`src/qtp_div.sv`:
```
`default_nettype none


// Registered product of a wide and a short operand: 32-bit limb products,
// then their shifted sum.
module qtp_mul #(
    parameter int A_W = 58,
    parameter int B_W = 25,
    parameter int P_W = 83
) (
    input  logic           i_clk,
    input  logic           i_ce,
    input  logic [A_W-1:0] i_a,
    input  logic [B_W-1:0] i_b,
    output logic [P_W-1:0] o_p
);
    localparam int LIMB_N = (A_W + 31) / 32;
    localparam int PP_W   = 32 + B_W;

    logic [LIMB_N*32-1:0] a_x;
    logic [PP_W-1:0]      r_pp [0:LIMB_N-1];
    logic [P_W-1:0]       n_p;

    assign a_x = (LIMB_N*32)'(i_a);

    always_ff @(posedge i_clk) begin
        if (i_ce) begin
            for (int j = 0; j < LIMB_N; j++) begin
                r_pp[j] <= PP_W'(a_x[j*32 +: 32]) * PP_W'(i_b);
            end
        end
    end

    // Add the limb products at their weights.
    always_comb begin
        n_p = '0;
        for (int j = 0; j < LIMB_N; j++) begin
            n_p = n_p + (P_W'(r_pp[j]) << (32 * j));
        end
    end

    always_ff @(posedge i_clk) begin
        if (i_ce) begin
            o_p <= n_p;
        end
    end

endmodule
`default_nettype wire

```
`config.mk`:
```
export PLATFORM = sky130hd
export DESIGN_NAME = qtp_mul
export DESIGN_NICKNAME = d
export VERILOG_FILES = /design/src/qtp_div.sv
export SDC_FILE = /design/constraint.sdc
export NUM_CORES = 2
export LEC_CHECK = 0
export BUFFER_PORTS_ARGS = -buffer_cell sky130_fd_sc_hd__buf_4
export CORE_UTILIZATION = 60
export DETAILED_ROUTE_END_ITERATION = 8
export MAX_ROUTING_LAYER = met4
export PLACE_DENSITY = 0.81
export SYNTH_ARGS = -nofsm -noshare
export SYNTH_HDL_FRONTEND = slang
export SYNTH_SLANG_ARGS = --single-unit
export TNS_END_PERCENT = 100
```
`constraint.sdc`:
```
create_clock -name i_clk -period 18.58 [get_ports i_clk]
set_clock_uncertainty 0.05 [all_clocks]
set_input_delay 0.929 -clock i_clk [delete_from_list [all_inputs] [get_ports i_clk]]
set_output_delay 0.929 -clock i_clk [all_outputs]
set_load 0.01 [all_outputs]
```
* Yosys cells after proc, flatten, opt, wreduce, memory -nomap -nowiden
Memories as Yosys holds them, arrays and structs flattened.
Cells that the tools add are included.
Widths: inputs -> output; s select.
** Storage, ports and cells
- Output and inout port bits :: 83
- RAM bits :: 114
- Flip-flop bits (word level) :: 83
- Word-level logic and storage cells :: 7
- Bits of input ports :: 85
- Memories :: 1
** Operators by class
- Add/sub/neg operators :: 1
- Multipliers :: 2
- Multiplexer cells :: 2
** Memories
- r_pp :: words 2, bits a word 57, rd ports 2, clocked after memory_dff 0, wr ports 2, RTL line 21 : logic [PP_W-1:0] r_pp [0:LIMB_N-1];
** Operator list (count)
- $add 57x83->83 :: 1
- $mul 32x25->57 :: 1
- $mul 26x25->51 :: 1
- $mux 1 :: 2

* Depth between registers and ports, before layout
- Depth after elaboration :: 2
- Depth in mapped cells :: 27
- Gate-level depth less buffers :: 24

* Worst setup path before layout
No wires, ideal clock.
- Kind :: input-to-reg
- From :: in i_b[4]
- To :: mem r_pp[0][54] (netlist bit) (data pin)
- Data arrival time :: 7.125 ns
- Stages on the path :: 25
- Slack :: 11.146 ns
- Cell sequence :: clkbuf_1 -> clkbuf_1 -> nand2_1 -> fa_1 -> inv_1 -> fa_1 -> inv_1 -> fa_1 -> fa_1 -> inv_1 -> fa_1 -> fa_1 -> inv_1 -> fa_1 -> inv_1 -> ha_1 -> buf_2 -> nand4_1 -> o31ai_1 -> a41oi_1 -> nor3b_2 -> o31a_2 -> o311ai_1 -> nand2_1 -> xnor2_1
** RTL lines
- start, declared :: RTL line 14 : input logic [B_W-1:0] i_b,
- end, declared :: RTL line 21

==> results by group <==
STA
  • Final WS setup: roughly 11 ns
  • Hold Vio Cnt, Final: 0
  • Tightest Pin Transition: between 1 and 1.5 ns
  • Achievable Freq: about 120 MHz
  • Final setup vio count: 0
  • Relative slew slack: 7.03%
  • Pins Over Slew Limit: 0
  • Unrepaired setup endpoints after global routing: false
  • Final worst-path cycle share: between 40% and 50%
  • Period minus WS final: approximately 8 ns
  • Setup_tns: 0 ns

Clocking
  • Total clock sinks: between 150 and 200
  • CTS resizes: 0
  • Later-pin clock latency in the skew report: approximately 0.50 ns
  • Clock buffer depth: 2
  • Cts hold-fix bufs: 0
  • Clock root cell: clkbuf_16
  • Num CTS Buffers: 17
  • H-tree levels: 4
  • Postcts setup bufs: 0
  • CTS tree: built
  • Clock slew at reported path FFs: 0.09 ns

Global routing
  • First-pass GRT wire length: around 240000 microns
  • GRT overflow: 0
  • Largest net degree at the start of global routing: 107
  • Global Route Usage Sum: between 30% and 40%
  • Initial antenna violation count: 4
  • Vias in the first global route: 45.4k

Route
  • Vias: roughly 41k
  • Drc violations: 0
  • DR pass1 iterations: 6
  • Post-detailed-route count of antenna-violating nets: 0
  • DR WL/cell: between 20 and 25 microns
  • Vias per inst: about 5.8
  • Detailed Route WL: about 150000 microns
  • Starting DRT DRC Count: about 3.6k

Floorplan
  • Initial core utilization: between 60% and 70%
  • Die area: around 93000 sq um
  • Top-level I/O count: approximately 170
  • Die W: ~300 microns
  • Core area: roughly 92000 sq um
  • Row count: between 100 and 150
  • Die Height: between 300 and 400 microns

Synthesis
  • Synth Area in Adders: a little over half
  • Yosys top cell area share: 44.7%
  • Compound-Gate Fraction of Synth Area: between 5 and 6%
  • Yosys cell types: between 80 and 90
  • Most common cell in the netlist: inv_1
  • EDFF count, synth: ~190
  • Synth top cells by count: inv_1, fa_1, nand2_1
  • Mapped Cells: 5946
  • XOR/XNOR Fraction of Synth Area: ~2.3%
  • Mux contribution to synthesized area: less than 1%
  • FF+latch count, synth: between 150 and 200
  • Syn Nets: 7671
  • Yosys top cell by area: fa_1
  • Most used DFF post-synth: edfxtp_1
  • Post-synthesis average cell area: between 9 and 10 sq um
  • Largest cells by area after synthesis: fa_1, edfxtp_1, inv_1
  • Largest family of logic cells by synthesized area: adder cells
  • Async set-reset flop share out of synthesis: 0%
  • Sequential area share after synthesis: between 10% and 20%
  • Post-Syn Area: between 50000 and 60000 sq um
  • Ys Warns: 0
  • Synthesized-area fraction occupied by and/or/nand/nor cells: between 10% and 20%

Cells and area
  • # fillers: 7389
  • Layout cells sized above 1: under 10%
  • # nets final: 7538
  • Multi-input gate area: 43200 sq um
  • FF/Latch Area: 5740 sq um
  • Area grow syn2layout: 3.97%
  • Fin util: between 60% and 70%

Placement
  • Place WS: just over 10 ns
  • Placer Congestion: 0.952
  • Port bufs: approximately 170
  • DP HPWL: between 100000 and 150000 microns

Hold path
  • HP Class: register to register

Worst setup path
  • Crit. End Element: register
  • Cell chain of the critical path: buf_4 -> nand2_1 -> fa_1 -> inv_1 -> fa_1 -> inv_1 -> fa_1 -> inv_1 -> fa_1 -> inv_1 -> fa_1 -> inv_1 -> fa_1 -> fa_1 -> ha_1 -> a21oi_1 -> o21ai_0 -> o31ai_2 -> o2111ai_1 -> a21oi_1 -> o21ai_0 -> xor2_1
  • Crit path required time: between 15 and 20 ns
  • Data arrival, critical path: 8.21 ns
  • Worst Setup Start Kind: input port
  • Critical path's slowest cell: buf_4
  • Setup Crit Path Kind: input port to register
  • Max stage delay on crit path: between 0.7 and 0.8 ns
  • Crit path top cell by count: fa_1
  • Crit Path Max Fanout: 58

Run status
  • Status: complete, no violations

Flow run
  • Max-Cap Viols: 0
==> logic make-up (layout without fill, tap and decap cells) <==
logic type | count (synthesis) | after routing
xor gates and xnor gates | 144 | 144
and+or+nand+nor | 1834 | 1834
other | 0 | 2
AOI/OAI and AO/OA | 418 | 418
muxes | 2 | 2
DFF | 191 | 191
buffers and inverters | 1717 | 1597
adders and majority gates | 1640 | 1640
==> placed cells by master, fill, tap and decap left out, types with 29 or more instances in the layout <==
| master | count |
|---|---|
| nand3_1 | 29 |
| edfxtp_1 | 191 |
| a21o_1 | 53 |
| nand2_1 | 812 |
| nand4_1 | 45 |
| a21oi_1 | 135 |
| nor2_1 | 85 |
| inv_1 | 1396 |
| fa_1 | 1237 |
| and2_1 | 759 |
| ha_1 | 403 |
| buf_4 | 168 |
| o21ai_0 | 67 |
| xor2_1 | 58 |
| xnor2_1 | 86 |
==> registers in the layout, indices dropped and copies added, names as in the netlist <==
name / flops
r_pp: 108
o_p: 83
==> per-layer routing <==
metal  track usage, %  up-vias  part of all wire (%)
li1                 -    17300                     -
met1             43.8    20700                    38
met2             54.7     2141                    47
met3             6.72      462                   9.8
met4             14.2        0                   4.8
met5                -        -                     0
==> layout make-up <==
class	instances	area share, %
flip-flops and latches	191	9.96
multi-input cells	4038	75.0
repair buffers	169	2.21
clock inverters	15	0.404
well taps	1186	2.58
inverters	1396	9.10
clock buffers	17	0.739
diodes	2	0.00869
==> critical path: cells and delay by family <==
family	cells	cell delay (ns)
simple gates	1	0.18
compound gates	6	1.98
buf+inv	6	0.98
fa+ha+maj	8	3.94
xor+xnor	1	0.17
==> stage by stage <==
step / cells / hold slack (ns) / cell area [sq um]
floorplan: 5946 / 0.350 / 55400
global placement: 6980 / 0.351 / 56900
detailed placement: 6980 / 0.355 / 56900
CTS: 7012 / 0.370 / 57600
global route: 7014 / 0.378 / 57600
finish: 7014 / 0.368 / 57600
==> path summary, 6_finish.rpt <==
path / start / endpoint / slack (ns) / cells after the start
setup / recovery: i_b[4] / r_pp[0][103] / 10.57 / 22
hold / removal: r_pp[0][17] / o_p[17] / 0.37 / 0
hold reg to reg: r_pp[0][17] / o_p[17] / 0.37 / 0
setup reg to reg: r_pp[0][32] / o_p[66] / 14.27 / 11
Power is not shown: default switching activity piles up to over one toggle a cycle in this logic, so the estimate is an artifact.
